===== src/rtl/core/assert_macros.svh =====
// Assertion macros for the RTL of the coordinate converter, included by s2c_scale.
`ifndef ASSERT_MACROS_SVH
`define ASSERT_MACROS_SVH
`ifndef SYNTHESIS
// Property must hold at every clock edge outside reset.
`define S2C_ASSERT(lbl, clk, rstn, prop, msg) \
  lbl: assert property (@(posedge clk) disable iff (!rstn) prop) else $error(msg);
// Expression must never be true outside reset.
`define S2C_NEVER(lbl, clk, rstn, expr, msg) \
  lbl: assert property (@(posedge clk) disable iff (!rstn) !(expr)) else $error(msg);
`else
`define S2C_ASSERT(lbl, clk, rstn, prop, msg)
`define S2C_NEVER(lbl, clk, rstn, expr, msg)
`endif
`endif


===== src/rtl/core/s2c_pkg.sv =====
// Shared constants and types of the spherical to cartesian converter.
package s2c_pkg;

  localparam int unsigned RANGE_BITS_DEF     = 20;
  localparam int unsigned ANGLE_BITS_DEF     = 16;
  localparam int unsigned TRIG_FRAC_BITS_DEF = 16;
  localparam int unsigned INTENSITY_BITS     = 16;

  // CORDIC: 30 micro-rotations in Q2.30 on a 32-bit phase
  localparam int unsigned CORDIC_STAGES = 30;
  localparam int unsigned CORDIC_FRAC   = 30;
  localparam int unsigned XY_BITS       = 33;
  localparam int unsigned PHASE_BITS    = 32;

  localparam logic [XY_BITS-1:0]    CORDIC_GAIN_INV = XY_BITS'(652032874);
  localparam logic [PHASE_BITS-1:0] EIGHTH_TURN     = 32'h2000_0000;

  // arctan(2^-i), 2^32 per turn
  localparam logic [PHASE_BITS-1:0] ATAN_STEPS [CORDIC_STAGES] = '{
    32'h2000_0000, 32'h12E4_051E, 32'h09FB_385B, 32'h0511_11D4, 32'h028B_0D43,
    32'h0145_D7E1, 32'h00A2_F61E, 32'h0051_7C55, 32'h0028_BE53, 32'h0014_5F2F,
    32'h000A_2F98, 32'h0005_17CC, 32'h0002_8BE6, 32'h0001_45F3, 32'h0000_A2FA,
    32'h0000_517D, 32'h0000_28BE, 32'h0000_145F, 32'h0000_0A30, 32'h0000_0518,
    32'h0000_028C, 32'h0000_0146, 32'h0000_00A3, 32'h0000_0051, 32'h0000_0029,
    32'h0000_0014, 32'h0000_000A, 32'h0000_0005, 32'h0000_0003, 32'h0000_0001
  };

  typedef enum logic [1:0] {
    QUAD_0,
    QUAD_90,
    QUAD_180,
    QUAD_270
  } quad_e;

  typedef struct packed {
    logic  vld;
    logic  ok;
    quad_e q_az;
    quad_e q_el;
  } ctrl_t;

  typedef struct packed {
    logic signed [XY_BITS-1:0]    x;
    logic signed [XY_BITS-1:0]    y;
    logic signed [PHASE_BITS-1:0] r;
  } rot_t;

endpackage


===== src/rtl/core/s2c_cordic_cell.sv =====
// One CORDIC micro-rotation cell for azimuth and elevation, with sideband.
module s2c_cordic_cell #(
  parameter int unsigned STAGE      = 0,
  parameter int unsigned RANGE_BITS = s2c_pkg::RANGE_BITS_DEF
) (
  input  logic                                clk_i,
  input  logic                                rst_ni,
  input  s2c_pkg::ctrl_t                      ctrl_i,
  input  logic [RANGE_BITS-1:0]               range_i,
  input  logic [s2c_pkg::INTENSITY_BITS-1:0]  intensity_i,
  input  s2c_pkg::rot_t                       az_i,
  input  s2c_pkg::rot_t                       el_i,
  output s2c_pkg::ctrl_t                      ctrl_o,
  output logic [RANGE_BITS-1:0]               range_o,
  output logic [s2c_pkg::INTENSITY_BITS-1:0]  intensity_o,
  output s2c_pkg::rot_t                       az_o,
  output s2c_pkg::rot_t                       el_o
);
  import s2c_pkg::*;

  function automatic rot_t rotate(rot_t v);
    rot_t                      res;
    logic signed [XY_BITS-1:0] dx;
    logic signed [XY_BITS-1:0] dy;
    dx = $signed(v.y) >>> STAGE;
    dy = $signed(v.x) >>> STAGE;
    if (!v.r[PHASE_BITS-1]) begin
      res.x = v.x - dx;
      res.y = v.y + dy;
      res.r = v.r - ATAN_STEPS[STAGE];
    end else begin
      res.x = v.x + dx;
      res.y = v.y - dy;
      res.r = v.r + ATAN_STEPS[STAGE];
    end
    return res;
  endfunction

  ctrl_t                      ctrl_q;
  logic [RANGE_BITS-1:0]      range_q;
  logic [INTENSITY_BITS-1:0]  intensity_q;
  rot_t                       az_d, az_q;
  rot_t                       el_d, el_q;

  assign az_d = rotate(az_i);
  assign el_d = rotate(el_i);

  always_ff @(posedge clk_i or negedge rst_ni) begin
    if (!rst_ni) begin
      ctrl_q <= '0;
    end else begin
      ctrl_q <= ctrl_i;
    end
  end

  always_ff @(posedge clk_i) begin
    range_q     <= range_i;
    intensity_q <= intensity_i;
    az_q        <= az_d;
    el_q        <= el_d;
  end

  assign ctrl_o      = ctrl_q;
  assign range_o     = range_q;
  assign intensity_o = intensity_q;
  assign az_o        = az_q;
  assign el_o        = el_q;

endmodule


===== config.mk =====
export PLATFORM = sky130hd
export DESIGN_NAME = s2c_cordic_cell
export DESIGN_NICKNAME = d
export VERILOG_FILES = /design/src/rtl/core/assert_macros.svh /design/src/rtl/core/s2c_pkg.sv /design/src/rtl/core/s2c_cordic_cell.sv
export SDC_FILE = /design/constraint.sdc
export NUM_CORES = 1
export LEC_CHECK = 0
export BUFFER_PORTS_ARGS = -buffer_cell sky130_fd_sc_hd__buf_4
export CAP_MARGIN = 20
export CORE_ASPECT_RATIO = 2
export CORE_MARGIN = 5
export CORE_UTILIZATION = 30
export DETAILED_ROUTE_END_ITERATION = 8
export PLACE_DENSITY_LB_ADDON = 0.25
export SETUP_SLACK_MARGIN = 0.2
export SKIP_CTS_REPAIR_TIMING = 1
export SYNTH_ARGS = -nofsm -noshare
export SYNTH_HDL_FRONTEND = slang
export SYNTH_SLANG_ARGS = --single-unit

===== constraint.sdc =====
create_clock -name clk_i -period 0.8 [get_ports clk_i]
set_input_delay 0.16 -clock clk_i [delete_from_list [all_inputs] [get_ports clk_i]]
set_output_delay 0.16 -clock clk_i [all_outputs]
set_load 0.05 [all_outputs]

==> metrics.txt <==
# TYPE chip_impl_metric gauge
chip_impl_info{name="timing.setup.critical_path_class",value="in -> reg"} 1
chip_impl_info{name="timing.critical_path.slowest_stage_cell",value="a2111oi_4"} 1
chip_impl_info{name="synth_ff_type",value="dfxtp_1"} 1
chip_impl_metric{name="yosys.area.top_type_share",unit="%"} 29.19
chip_impl_metric{name="power.clock.fraction",unit="%"} 22.7
chip_impl_metric{name="dieArea",unit="um2"} 57550
chip_impl_metric{name="clk_pin_slew",unit="ps"} 70
chip_impl_metric{name="cts.sinks",unit=""} 236
chip_impl_metric{name="final-instance-count-excl-fill",unit=""} 3884
chip_impl_metric{name="cts_htree_levels",unit=""} 1
chip_impl_metric{name="cellInternalPower",unit="mW"} 33.02
chip_impl_info{name="buffer_type_at_the_clock_tree_root",value="clkbuf_16"} 1
chip_impl_info{name="cp-start-kind",value="input pin"} 1
chip_impl_metric{name="grt_pass1_wl",unit="mm"} 112.7
chip_impl_metric{name="fp.coreArea",unit="um2"} 52410
chip_impl_metric{name="slew_headroom",unit="%"} 55.96
chip_impl_metric{name="place.detailed.instances",unit=""} 3671
chip_impl_metric{name="flow.area_growth_from_synthesis",unit="%"} 96.39
chip_impl_metric{name="fin_util",unit="%"} 59.11
chip_impl_metric{name="total_switching_power",unit="mW"} 23.81
chip_impl_metric{name="routed_wire_length_per_instance",unit="um"} 21.07
chip_impl_metric{name="drc",unit=""} 0
chip_impl_metric{name="avgSynthCellArea",unit="um2"} 8.153
chip_impl_metric{name="synth.yosys.seq_area_share",unit="%"} 30.14
chip_impl_metric{name="routed_via_density",unit=""} 4.947
chip_impl_metric{name="number_of_buffers_added_by_the_clock_tree_synthesis_step",unit=""} 26
chip_impl_metric{name="synth_simple_gate_area_share",unit="%"} 13.02
chip_impl_metric{name="synthXorXnorAreaFrac",unit="%"} 6.996
chip_impl_metric{name="detailroute.via_count",unit=""} 19210
chip_impl_metric{name="comb_power_share",unit="%"} 51.4
chip_impl_metric{name="pre_cts_slack",unit="ps"} -2633
chip_impl_metric{name="postRouteAntennaNets",unit=""} 0
chip_impl_info{name="violations",value="hold timing, setup timing"} 1
chip_impl_metric{name="slowest_delay",unit="ps"} 390
chip_impl_metric{name="critPathBufInv",unit=""} 4
chip_impl_metric{name="worst_slew_pin_tran",unit="ps"} 652.2
chip_impl_info{name="worstPathCellList",value="buf_8 > clkinv_4 > ha_4 > a21o_1 > a2111oi_4 > a31oi_4 > a221oi_4 > o21ai_1 > a211oi_2 > buf_4 > buf_6 > o21ai_4 > a2111oi_2 > a21oi_1 > xor2_1"} 1
chip_impl_metric{name="period_needed",unit="ps"} 2525
chip_impl_metric{name="compound_gate_fraction_of_synth_area",unit="%"} 24.91
chip_impl_metric{name="cap_violations",unit=""} 0
chip_impl_info{name="synth_top_family_by_area",value="compound AO/OA/AOI/OAI gates"} 1
chip_impl_metric{name="finalHoldWorstSlack",unit="ps"} -97.80
chip_impl_metric{name="cts_max_path_buffers",unit=""} 3
chip_impl_info{name="min_from",value="az_i[30]"} 1
chip_impl_metric{name="grt_antenna_before_repair",unit=""} 4
chip_impl_metric{name="worstPathMaxFanout",unit=""} 4
chip_impl_metric{name="synth-warning-count",unit=""} 0
chip_impl_metric{name="synth_cells",unit=""} 1935
chip_impl_metric{name="power.sequential.fraction",unit="%"} 25.9
chip_impl_metric{name="design_power_total",unit="mW"} 56.84
chip_impl_info{name="run_status",value="finished, violations left"} 1
chip_impl_info{name="cts_tree",value="yes"} 1
chip_impl_info{name="critPathTopFamily",value="compound AO/OA/AOI/OAI gates"} 1
chip_impl_metric{name="layout-drive-gt1-share",unit="%"} 54.59
chip_impl_info{name="synth.largest_area_cell",value="dfxtp_1"} 1
chip_impl_metric{name="totalWireLength",unit="mm"} 81.84
chip_impl_metric{name="min_delay_path_depth",unit=""} 2
chip_impl_metric{name="die-width",unit="um"} 172.1
chip_impl_metric{name="power.density",unit="nW/um2"} 1835
chip_impl_metric{name="finalHoldViolCount",unit=""} 7
chip_impl_metric{name="final_nets",unit=""} 3635
chip_impl_metric{name="synth.cell_area",unit="um2"} 15780
chip_impl_metric{name="maxClockFrequency",unit="GHz"} 0.3961
chip_impl_metric{name="dpl_cell_area",unit="um2"} 26370
chip_impl_metric{name="synthArstFlopShare",unit="%"} 2.542
chip_impl_info{name="min_to",value="az_o[30]"} 1
chip_impl_metric{name="synth.lib_cells_used.distinct",unit=""} 76
chip_impl_metric{name="place.gp.congestion",unit=""} 0.9533
chip_impl_metric{name="num_io_pins",unit=""} 478
chip_impl_info{name="grt_setup_unrepaired",value="true"} 1
chip_impl_metric{name="post-route-period-util",unit="%"} 315.6
chip_impl_metric{name="total_congestion_overflow_after_global_routing",unit=""} 0
chip_impl_metric{name="grtUsageTotal",unit="%"} 26.02
chip_impl_metric{name="initial_utilization",unit="%"} 30.10
chip_impl_metric{name="rows",unit=""} 119
chip_impl_metric{name="synth-adder-area-share",unit="%"} 16.24
chip_impl_metric{name="vdd.ir_drop.worst",unit="mV"} 2.550
chip_impl_info{name="worst_min_delay_path_class",value="in -> reg"} 1
chip_impl_metric{name="place_hpwl",unit="mm"} 68.11
chip_impl_metric{name="setup-violations-final",unit=""} 362
chip_impl_metric{name="synth_seq_cells",unit=""} 236
chip_impl_metric{name="drt_pre_antenna_iters",unit=""} 5
chip_impl_metric{name="dieHeight",unit="um"} 334.3
chip_impl_metric{name="largest_net_degree_at_the_start_of_global_routing",unit=""} 47
chip_impl_metric{name="worst-endpoint-arrival",unit="ps"} 2990
chip_impl_metric{name="switching_share",unit="%"} 41.90
chip_impl_metric{name="synth_nets",unit=""} 2375
chip_impl_metric{name="pins_over_slew_limit",unit=""} 0
chip_impl_info{name="synth.most_common_cell",value="dfxtp_1"} 1
chip_impl_metric{name="synth_enable_flop_cells",unit=""} 0
chip_impl_info{name="crit_path_end_kind",value="flip-flop"} 1
chip_impl_metric{name="port_buffers",unit=""} 477
chip_impl_info{name="ys_top_cells_by_count",value="230 x dfxtp_1, 218 x a21oi_1, 199 x inv_1"} 1
chip_impl_metric{name="synth_mux_area_share",unit="%"} 1.340
chip_impl_metric{name="drt_first_iter_violations",unit=""} 648
chip_impl_metric{name="final_area",unit="um2"} 30980
chip_impl_metric{name="power_leakage",unit="nW"} 14.56
chip_impl_metric{name="grt_pass1_vias",unit=""} 19860
chip_impl_metric{name="fin_setup_tns",unit="ps"} -243080
chip_impl_metric{name="final_critical_path_setup_slack",unit="ps"} -1725
chip_impl_metric{name="worstPathRequired",unit="ps"} 1260
chip_impl_info{name="synth.area.top_cells",value="dfxtp_1 29%, ha_1 15%, a21oi_1 6.9%"} 1
[flip-flops by register name (all words and copies together) (netlist names)]
name         cells
el_o            97
ctrl_o           6
intensity_o     16
az_o            97
range_o         20
[worst max path at each step]
stage          startpoint        to  slack, ps  cells after the start
2_1_floorplan    el_i[72]  el_o[95]      -1810                     12
3_3_place_gp     az_i[45]  az_o[95]      -2610                     14
3_5_place_dp     az_i[43]  az_o[95]      -2630                     15
4_1_cts          az_i[43]  az_o[95]      -2010                     15
5_1_grt          el_i[39]  el_o[95]      -1770                     15
6_report         el_i[39]  el_o[95]      -1720                     15
[per-layer routing]
layer  up-vias  share of wire, %  track usage (%)
met5         -                 0                0
met4         0               8.1            16.67
met3       254               5.2            4.329
met2       650                57            53.68
met1      9056                30            21.45
li1       9254                 -                -
[cells by family (layout without fill, tap and decap cells)]
family | after synthesis | after routing
compound gates | 619 | 619
xor+xnor | 126 | 126
fa+ha+maj | 200 | 200
buf+inv | 297 | 1577
flops | 236 | 236
mux | 21 | 21
other cells | 0 | 4
simple gates | 436 | 436
[power groups by stage]
stage | registers, mW | clock network (mW) | logic, mW
6_report | 14.7 | 12.9 | 29.2
3_5_place_dp | 14.9 | 0 | 25.9
2_1_floorplan | 21.3 | 0 | 7.81
5_1_grt | 14.9 | 13.7 | 30.6
4_1_cts | 14.7 | 13.4 | 26.0
3_3_place_gp | 14.9 | 0 | 25.8
[final cells by class]
class	instances	area [um2]
fillers	4668	21430
clock buffers	28	689.4
repair buffers	1319	10760
diodes	4	10.01
inverters	210	967.2
multi-input cells	1402	12460
clock inverters	20	198.9
well taps	665	832.0
flip-flops and latches	236	5067
[layout by cell type, fill, tap and decap left out, types with 12 or more instances in the layout]
| cell type | instances |
|---|---|
| nand2_1 | 64 |
| o21ai_0 | 50 |
| buf_8 | 15 |
| a21o_1 | 50 |
| nor2_1 | 143 |
| a21oi_2 | 57 |
| xor2_1 | 21 |
| ha_1 | 146 |
| o31ai_1 | 12 |
| dfxtp_1 | 142 |
| dfxtp_4 | 81 |
| buf_6 | 78 |
| ha_4 | 42 |
| nor2_2 | 12 |
| or3_1 | 13 |
| clkbuf_16 | 27 |
| o21ai_1 | 40 |
| o21bai_1 | 32 |
| dlygate4sd3_1 | 104 |
| a21oi_4 | 15 |
| nand4_1 | 17 |
| xnor2_1 | 95 |
| buf_4 | 1107 |
| buf_12 | 15 |
| o21a_1 | 14 |
| a21oi_1 | 146 |
| nor3_1 | 29 |
| o21ai_2 | 26 |
| nand2b_1 | 12 |
| inv_2 | 13 |
| mux2i_1 | 18 |
| nand3_1 | 27 |
| inv_1 | 165 |
No activity file was read; power rests on OpenSTA's default activity.
