### config.mk
export PLATFORM = sky130hd
export DESIGN_NAME = s2c_scale
export DESIGN_NICKNAME = d
export VERILOG_FILES = /design/src/rtl/core/s2c_pkg.sv /design/src/rtl/core/s2c_scale.sv
export VERILOG_INCLUDE_DIRS = /design/src /design/src/rtl/core
export SDC_FILE = /design/constraint.sdc
export NUM_CORES = 2
export LEC_CHECK = 0
export BUFFER_PORTS_ARGS = -buffer_cell sky130_fd_sc_hd__clkbuf_2
export CAP_MARGIN = 25
export CORE_MARGIN = 3
export CORE_UTILIZATION = 40
export DETAILED_ROUTE_END_ITERATION = 8
export PLACE_DENSITY = 0.54
export REMOVE_ABC_BUFFERS = 1
export SLEW_MARGIN = 20
export SYNTH_ARGS = -nofsm -noshare
export SYNTH_HDL_FRONTEND = slang
export SYNTH_SLANG_ARGS = --single-unit
### constraint.sdc
create_clock -name clk_i -period 17.4 [get_ports clk_i]
set_input_delay 3.48 -clock clk_i [delete_from_list [all_inputs] [get_ports clk_i]]
set_output_delay 3.48 -clock clk_i [all_outputs]
set_load 0.1 [all_outputs]
### src/rtl/core/assert_macros.svh
// Assertion macros for the RTL of the coordinate converter, included by s2c_scale.
`ifndef ASSERT_MACROS_SVH
`define ASSERT_MACROS_SVH
`ifndef SYNTHESIS
// Property must hold at every clock edge outside reset.
`define S2C_ASSERT(lbl, clk, rstn, prop, msg) \
  lbl: assert property (@(posedge clk) disable iff (!rstn) prop) else $error(msg);
// Expression must never be true outside reset.
`define S2C_NEVER(lbl, clk, rstn, expr, msg) \
  lbl: assert property (@(posedge clk) disable iff (!rstn) !(expr)) else $error(msg);
`else
`define S2C_ASSERT(lbl, clk, rstn, prop, msg)
`define S2C_NEVER(lbl, clk, rstn, expr, msg)
`endif
`endif

### src/rtl/core/s2c_pkg.sv
// Shared constants and types of the spherical to cartesian converter.
package s2c_pkg;

  localparam int unsigned RANGE_BITS_DEF     = 20;
  localparam int unsigned ANGLE_BITS_DEF     = 16;
  localparam int unsigned TRIG_FRAC_BITS_DEF = 16;
  localparam int unsigned INTENSITY_BITS     = 16;

  // CORDIC: 30 micro-rotations in Q2.30 on a 32-bit phase
  localparam int unsigned CORDIC_STAGES = 30;
  localparam int unsigned CORDIC_FRAC   = 30;
  localparam int unsigned XY_BITS       = 33;
  localparam int unsigned PHASE_BITS    = 32;

  localparam logic [XY_BITS-1:0]    CORDIC_GAIN_INV = XY_BITS'(652032874);
  localparam logic [PHASE_BITS-1:0] EIGHTH_TURN     = 32'h2000_0000;

  // arctan(2^-i), 2^32 per turn
  localparam logic [PHASE_BITS-1:0] ATAN_STEPS [CORDIC_STAGES] = '{
    32'h2000_0000, 32'h12E4_051E, 32'h09FB_385B, 32'h0511_11D4, 32'h028B_0D43,
    32'h0145_D7E1, 32'h00A2_F61E, 32'h0051_7C55, 32'h0028_BE53, 32'h0014_5F2F,
    32'h000A_2F98, 32'h0005_17CC, 32'h0002_8BE6, 32'h0001_45F3, 32'h0000_A2FA,
    32'h0000_517D, 32'h0000_28BE, 32'h0000_145F, 32'h0000_0A30, 32'h0000_0518,
    32'h0000_028C, 32'h0000_0146, 32'h0000_00A3, 32'h0000_0051, 32'h0000_0029,
    32'h0000_0014, 32'h0000_000A, 32'h0000_0005, 32'h0000_0003, 32'h0000_0001
  };

  typedef enum logic [1:0] {
    QUAD_0,
    QUAD_90,
    QUAD_180,
    QUAD_270
  } quad_e;

  typedef struct packed {
    logic  vld;
    logic  ok;
    quad_e q_az;
    quad_e q_el;
  } ctrl_t;

  typedef struct packed {
    logic signed [XY_BITS-1:0]    x;
    logic signed [XY_BITS-1:0]    y;
    logic signed [PHASE_BITS-1:0] r;
  } rot_t;

endpackage

### src/rtl/core/s2c_scale.sv
// Trig rounding, quadrant unfolding, range scaling and output register.
`include "assert_macros.svh"

module s2c_scale #(
  parameter int unsigned RANGE_BITS     = s2c_pkg::RANGE_BITS_DEF,
  parameter int unsigned TRIG_FRAC_BITS = s2c_pkg::TRIG_FRAC_BITS_DEF
) (
  input  logic                                clk_i,
  input  logic                                rst_ni,
  input  s2c_pkg::ctrl_t                      ctrl_i,
  input  logic [RANGE_BITS-1:0]               range_i,
  input  logic [s2c_pkg::INTENSITY_BITS-1:0]  intensity_i,
  input  s2c_pkg::rot_t                       az_i,
  input  s2c_pkg::rot_t                       el_i,
  output logic                                done_o,
  output logic signed [RANGE_BITS:0]          x_pos_o,
  output logic signed [RANGE_BITS:0]          y_pos_o,
  output logic signed [RANGE_BITS:0]          z_pos_o,
  output logic [s2c_pkg::INTENSITY_BITS-1:0]  intensity_out_o,
  output logic                                point_valid_o
);
  import s2c_pkg::*;

  localparam int unsigned SH  = CORDIC_FRAC - TRIG_FRAC_BITS;   // Q30 -> QF
  localparam int unsigned RW  = XY_BITS - SH;                   // rounded CORDIC
  localparam int unsigned TW  = TRIG_FRAC_BITS + 2;             // trig value
  localparam int unsigned HW  = RANGE_BITS + 2;                 // horizontal dist
  localparam int unsigned OW  = RANGE_BITS + 1;                 // coordinate
  localparam int unsigned PW1 = RANGE_BITS + 1 + TW;            // range * trig
  localparam int unsigned PW2 = HW + TW;                        // h * trig
  localparam int unsigned SW  = PW2 - TRIG_FRAC_BITS;           // after shift

  localparam logic signed [RW-1:0]  ONE_R    = RW'(1) << TRIG_FRAC_BITS;
  localparam logic signed [TW-1:0]  TRIG_ONE = TW'(1) << TRIG_FRAC_BITS;
  localparam logic signed [SW-1:0]  LIM_S    = (SW'(1) << RANGE_BITS) - SW'(1);
  localparam logic signed [HW-1:0]  H_MAX    = HW'(1) << RANGE_BITS;
  localparam logic [OW-1:0]         OUT_MIN  = {1'b1, {RANGE_BITS{1'b0}}};

  // round half up to F fraction bits, clamp to +-1
  function automatic logic signed [TW-1:0] round_trig(logic signed [XY_BITS-1:0] v);
    logic signed [XY_BITS-1:0] sum;
    logic signed [RW-1:0]      sh;
    logic signed [RW-1:0]      cl;
    sum = v + $signed(XY_BITS'(1) << (SH - 1));
    sh  = RW'(sum >>> SH);
    if (sh > ONE_R) begin
      cl = ONE_R;
    end else if (sh < -ONE_R) begin
      cl = -ONE_R;
    end else begin
      cl = sh;
    end
    return TW'(cl);
  endfunction

  function automatic logic signed [TW-1:0] quad_cos(quad_e q, logic signed [TW-1:0] cr,
                                                    logic signed [TW-1:0] sr);
    logic signed [TW-1:0] res;
    unique case (q)
      QUAD_0:   res = cr;
      QUAD_90:  res = -sr;
      QUAD_180: res = -cr;
      QUAD_270: res = sr;
      default:  res = cr;
    endcase
    return res;
  endfunction

  function automatic logic signed [TW-1:0] quad_sin(quad_e q, logic signed [TW-1:0] cr,
                                                    logic signed [TW-1:0] sr);
    logic signed [TW-1:0] res;
    unique case (q)
      QUAD_0:   res = sr;
      QUAD_90:  res = cr;
      QUAD_180: res = -sr;
      QUAD_270: res = -cr;
      default:  res = sr;
    endcase
    return res;
  endfunction

  // round half up by F bits, saturate to +-(2^RANGE_BITS - 1)
  function automatic logic signed [OW-1:0] round_sat(logic signed [PW2-1:0] p);
    logic signed [PW2-1:0] sum;
    logic signed [SW-1:0]  sh;
    logic signed [SW-1:0]  cl;
    sum = p + $signed(PW2'(1) << (TRIG_FRAC_BITS - 1));
    sh  = SW'(sum >>> TRIG_FRAC_BITS);
    if (sh > LIM_S) begin
      cl = LIM_S;
    end else if (sh < -LIM_S) begin
      cl = -LIM_S;
    end else begin
      cl = sh;
    end
    return OW'(cl);
  endfunction

  // stage 1: trig values
  ctrl_t                     ctrl1_q;
  logic [RANGE_BITS-1:0]     range1_q;
  logic [INTENSITY_BITS-1:0] int1_q;
  logic signed [TW-1:0]      ca_cr, ca_sr, ce_cr, ce_sr;
  logic signed [TW-1:0]      ca1_d, sa1_d, ce1_d, se1_d;
  logic signed [TW-1:0]      ca1_q, sa1_q, ce1_q, se1_q;

  assign ca_cr = round_trig(az_i.x);
  assign ca_sr = round_trig(az_i.y);
  assign ce_cr = round_trig(el_i.x);
  assign ce_sr = round_trig(el_i.y);
  assign ca1_d = quad_cos(ctrl_i.q_az, ca_cr, ca_sr);
  assign sa1_d = quad_sin(ctrl_i.q_az, ca_cr, ca_sr);
  assign ce1_d = quad_cos(ctrl_i.q_el, ce_cr, ce_sr);
  assign se1_d = quad_sin(ctrl_i.q_el, ce_cr, ce_sr);

  // stage 2: range products
  ctrl_t                     ctrl2_q;
  logic [INTENSITY_BITS-1:0] int2_q;
  logic signed [TW-1:0]      ca2_q, sa2_q;
  logic signed [PW1-1:0]     ph2_d, pz2_d, ph2_q, pz2_q;

  assign ph2_d = $signed({1'b0, range1_q}) * ce1_q;
  assign pz2_d = $signed({1'b0, range1_q}) * se1_q;

  // stage 3: horizontal distance and z
  ctrl_t                     ctrl3_q;
  logic [INTENSITY_BITS-1:0] int3_q;
  logic signed [TW-1:0]      ca3_q, sa3_q;
  logic signed [PW1-1:0]     h_sum;
  logic signed [HW-1:0]      h3_d, h3_q;
  logic signed [OW-1:0]      z3_d, z3_q;

  assign h_sum = ph2_q + $signed(PW1'(1) << (TRIG_FRAC_BITS - 1));
  assign h3_d  = HW'(h_sum >>> TRIG_FRAC_BITS);
  assign z3_d  = round_sat(PW2'(pz2_q));

  // stage 4: horizontal products
  ctrl_t                     ctrl4_q;
  logic [INTENSITY_BITS-1:0] int4_q;
  logic signed [OW-1:0]      z4_q;
  logic signed [PW2-1:0]     px4_d, py4_d, px4_q, py4_q;

  assign px4_d = h3_q * ca3_q;
  assign py4_d = h3_q * sa3_q;

  // stage 5: output register
  logic                      done_q;
  logic                      ok_q;
  logic [INTENSITY_BITS-1:0] int5_q;
  logic signed [OW-1:0]      x5_d, y5_d, z5_d, x5_q, y5_q, z5_q;

  assign x5_d = ctrl4_q.ok ? round_sat(px4_q) : '0;
  assign y5_d = ctrl4_q.ok ? round_sat(py4_q) : '0;
  assign z5_d = ctrl4_q.ok ? z4_q : '0;

  always_ff @(posedge clk_i or negedge rst_ni) begin
    if (!rst_ni) begin
      ctrl1_q <= '0;
      ctrl2_q <= '0;
      ctrl3_q <= '0;
      ctrl4_q <= '0;
      done_q  <= 1'b0;
    end else begin
      ctrl1_q <= ctrl_i;
      ctrl2_q <= ctrl1_q;
      ctrl3_q <= ctrl2_q;
      ctrl4_q <= ctrl3_q;
      done_q  <= ctrl4_q.vld;
    end
  end

  always_ff @(posedge clk_i) begin
    range1_q <= range_i;
    int1_q   <= intensity_i;
    ca1_q    <= ca1_d;
    sa1_q    <= sa1_d;
    ce1_q    <= ce1_d;
    se1_q    <= se1_d;

    int2_q   <= int1_q;
    ca2_q    <= ca1_q;
    sa2_q    <= sa1_q;
    ph2_q    <= ph2_d;
    pz2_q    <= pz2_d;

    int3_q   <= int2_q;
    ca3_q    <= ca2_q;
    sa3_q    <= sa2_q;
    h3_q     <= h3_d;
    z3_q     <= z3_d;

    int4_q   <= int3_q;
    z4_q     <= z3_q;
    px4_q    <= px4_d;
    py4_q    <= py4_d;

    ok_q     <= ctrl4_q.ok;
    int5_q   <= int4_q;
    x5_q     <= x5_d;
    y5_q     <= y5_d;
    z5_q     <= z5_d;
  end

  assign done_o          = done_q;
  assign x_pos_o         = x5_q;
  assign y_pos_o         = y5_q;
  assign z_pos_o         = z5_q;
  assign intensity_out_o = int5_q;
  assign point_valid_o   = ok_q;

  `S2C_ASSERT(a_az_trig_bounded, clk_i, rst_ni, ctrl1_q.vld |-> (ca1_q <= TRIG_ONE) && (ca1_q >= -TRIG_ONE) && (sa1_q <= TRIG_ONE) && (sa1_q >= -TRIG_ONE), "azimuth trig value beyond unity")
  `S2C_ASSERT(a_el_trig_bounded, clk_i, rst_ni, ctrl1_q.vld |-> (ce1_q <= TRIG_ONE) && (ce1_q >= -TRIG_ONE) && (se1_q <= TRIG_ONE) && (se1_q >= -TRIG_ONE), "elevation trig value beyond unity")
  `S2C_ASSERT(a_h_bounded, clk_i, rst_ni, ctrl3_q.vld |-> (h3_q <= H_MAX) && (h3_q >= -H_MAX), "horizontal distance exceeds range")
  `S2C_ASSERT(a_invalid_zero, clk_i, rst_ni, (done_q && !ok_q) |-> (x5_q == '0) && (y5_q == '0) && (z5_q == '0), "invalid return with non-zero coordinates")
  `S2C_NEVER(a_no_min_code, clk_i, rst_ni, done_q && ((x5_q == OUT_MIN) || (y5_q == OUT_MIN) || (z5_q == OUT_MIN)), "coordinate outside saturation limit")

endmodule

==> results.sh <==
export IMPL_path_buf_inv=3
export IMPL_cts_sinks=478
export IMPL_io_pins=321
export IMPL_core_region_area_mm2=0.172
export IMPL_grt_max_degree=62
export IMPL_outcome="finished clean"
export IMPL_r2r_end="py4_q[39]"
export IMPL_io_buffers=204
export IMPL_tightest_slew_ns=1.09
export IMPL_synth_most_common_cell="inv_1"
export IMPL_syn_inst=7713
export IMPL_cp_common_cell="fa_1"
export IMPL_synth_top_family_by_area="adder cells"
export IMPL_wl_per_cell_um=17.1
export IMPL_clk_path_buf_depth=3
export IMPL_row_count=152
export IMPL_yosys_area_share_simple=0.169
export IMPL_synth_common_cells="1,630 x inv_1, 1,358 x fa_1, 1,106 x nand2_1"
export IMPL_synthArstFlopShare=0.0188
export IMPL_cp_end_kind="flop"
export IMPL_grt_remaining_overflow=0
export IMPL_die_x_um=422
export IMPL_hold_end="z4_q[7]"
export IMPL_hold_start="z3_q[7]"
export IMPL_synthFlopType="dfxtp_1"
export IMPL_fmax_ghz=0.124
export IMPL_path_clk_slew_ns=0.07
export IMPL_place_congestion=0.847
export IMPL_fin_crit_ns=8.09
export IMPL_ctsResizeCount=0
export IMPL_synth_top_area_share=0.392
export IMPL_cpPeakStageDelay_ns=0.68
export IMPL_yosys_warnings=0
export IMPL_ff2ff_path_depth=20
export IMPL_grt_total_usage=0.197
export IMPL_grt_pass1_vias=53200
export IMPL_worstPathCellList="clkinv_1 > nor2_1 > fa_1 > fa_1 > fa_1 > fa_1 > fa_1 > inv_1 > fa_1 > inv_1 > ha_1 > a21oi_1 > o21ai_0 > o31ai_1 > o211ai_1 > a41oi_1 > a211oi_1 > o31ai_1 > mux2i_1 > nand4_1"
export IMPL_antenna_found_initial=3
export IMPL_relSlewSlack=0.274
export IMPL_path_class="reg -> reg"
export IMPL_die_area_mm2=0.178
export IMPL_synth_area_per_cell_um2=8.99
export IMPL_ant_nets=0
export IMPL_hold_violations=0
export IMPL_yosys_area_share_adder=0.476
export IMPL_fillers=17300
export IMPL_cts_hold_buffers=0
export IMPL_routed_wl_mm=171
export IMPL_start_util=0.403
export IMPL_synthDistinctLibCells=103
export IMPL_finalCritPeriodShare=0.465
export IMPL_worstHoldPathCells=0
export IMPL_worstSetupStartpoint="sa3_q[17]"
export IMPL_crit_arrival_ns=8.61
export IMPL_fin_worst_skew_ns=0.0529
export IMPL_path_delay_family="adder cells"
export IMPL_slew_violations=0
export IMPL_r2r_start="sa3_q[17]"
export IMPL_synth_compound_area_frac=0.0570
export IMPL_cts_buffers=57
export IMPL_synth_edff_count=0
export IMPL_cp_max_fo=17
export IMPL_rsz0062_at_grt="no"
export IMPL_cts_tree="done"
export IMPL_critPathLaunchType="flop"
export IMPL_min_delay_path_class="reg -> reg"
export IMPL_ctsRootBufferMaster="clkbuf_16"
export IMPL_vias=49800
export IMPL_seq_area_frac_synth=0.139
export IMPL_tns_ns=0
export IMPL_drive_gt1_frac=0.0593
export IMPL_place_hpwl_mm=132
export IMPL_synth_xor_area_share=0.0413
export IMPL_max_cap_viol_count=0
export IMPL_multi_input_area_mm2=0.0520
export IMPL_yosys_area_top_type="fa_1"
export IMPL_htreeDepth=2
export IMPL_syn_area_mm2=0.0693
export IMPL_crit_slowest_cell="clkinv_1"
export IMPL_final_seq_area_mm2=0.00962
export IMPL_critPathRequiredTime_ns=17.92
export IMPL_setup_violations=0
export IMPL_reg2reg_slack_ns=9.31
export IMPL_grt_pass1_wl_mm=285
export IMPL_finalNetCount=9709
export IMPL_syn2layout_area_growth_pct=7.16
export IMPL_drc=0
export IMPL_drt_initial_drc_count=2376
export IMPL_ys_top_cells_by_area="fa_1 39%, dfxtp_1 14%, inv_1 8.8%, ha_1 8.4%, nand2_1 6.0%"
export IMPL_die_h_um=422
export IMPL_clock_latency_ns=0.70
export IMPL_drt_pass1_iterations=5
export IMPL_muxShareOfSynthArea=0.00695
export IMPL_vias_per_cell=4.98
export IMPL_ys_ff_latch=478
export IMPL_postCtsSetupBuffers=0
-- stage by stage --
| stage | hold slack, ns | instance area [um2] | worst slack [ns] | std cells | utilization |
|---|---|---|---|---|---|
| after global routing | 0.321 | 74300 | 8.83 | 10000 | 0.432 |
| after global placement | 0.310 | 72200 | 8.90 | 9895 | 0.420 |
| after CTS | 0.320 | 74200 | 9.17 | 9999 | 0.432 |
| final | 0.316 | 74300 | 9.31 | 10000 | 0.432 |
| after floorplan | 0.310 | 67700 | 10.07 | 7307 | - |
| after detailed placement | 0.312 | 72200 | 8.81 | 9895 | 0.420 |
-- area by class of cell --
cell class              instances  share of cell area
clock inverters                33             0.00655
diodes                          2           0.0000673
inverters                    1633              0.0825
multi-input cells            5196               0.700
repair buffers                282              0.0220
well taps                    2310              0.0389
flip-flops and latches        478               0.129
clock buffers                  71              0.0209
-- worst register-to-register path, stage by stage, from the launching register on --
cell	delay, ns
dfxtp_1	0.65
clkinv_1	0.68
nor2_1	0.38
fa_1	0.48
fa_1	0.53
fa_1	0.52
fa_1	0.53
fa_1	0.54
inv_1	0.05
fa_1	0.53
inv_1	0.04
ha_1	0.33
a21oi_1	0.18
o21ai_0	0.16
o31ai_1	0.39
o211ai_1	0.15
a41oi_1	0.50
a211oi_1	0.27
o31ai_1	0.60
mux2i_1	0.25
nand4_1	0.17
-- flip-flops by register name, summed over array words and instances, names as in the netlist, 18 cells and up --
signal and cells:
px4_q 25, py4_q 25, pz2_q 24, ph2_q 23
h3_q 22, x_pos_o 21, y_pos_o 21, z3_q 21
z4_q 21, z_pos_o 21, range1_q 20, ca1_q 18
ca2_q 18, ca3_q 18, ce1_q 18, sa1_q 18
sa2_q 18, sa3_q 18, se1_q 18
-- worst max-delay path by stage --
stage / to / slack (ns) / cells past startpoint
after floorplan: sa1_q[16] / 10.07 / 15
after CTS: py4_q[28] / 9.17 / 20
after detailed placement: ca1_q[16] / 8.81 / 16
after global routing: py4_q[39] / 8.83 / 20
after global placement: ca1_q[10] / 8.90 / 15
final: py4_q[39] / 9.31 / 20
-- cell usage in the layout, fill, tap and decap left out, drive strengths merged, types with 128 or more instances in the layout --
| cell type | Yosys | layout |
|---|---|---|
| a21oi | 128 | 128 |
| and2 | 552 | 552 |
| clkbuf | 366 | 275 |
| dfxtp | 469 | 469 |
| fa | 1358 | 1358 |
| ha | 463 | 463 |
| inv | 1631 | 1638 |
| nand2 | 1106 | 1106 |
| nand3 | 133 | 133 |
| nor2 | 233 | 233 |
| o21ai | 141 | 141 |
| xnor2 | 204 | 204 |
-- per-layer routing --
layer	vias to the layer above	global-route usage	part of all wire
li1	23100	-	-
met1	25500	0.261	0.44
met2	969	0.346	0.49
met3	205	0.0208	0.040
met4	2	0.0471	0.023
met5	-	0	0.000070
-- cell families after synthesis --
logic type | Yosys count
AO/OA/AOI/OAI | 588
XOR/XNOR | 327
adder cells (fa/ha/maj) | 1821
buffers and inverters | 2039
flip-flops | 478
multiplexers | 47
AND/OR/NAND/NOR | 2413
Power is left out: the tool's default activity adds up to more than one toggle a clock period on the data nets, which glitch-free logic cannot reach.
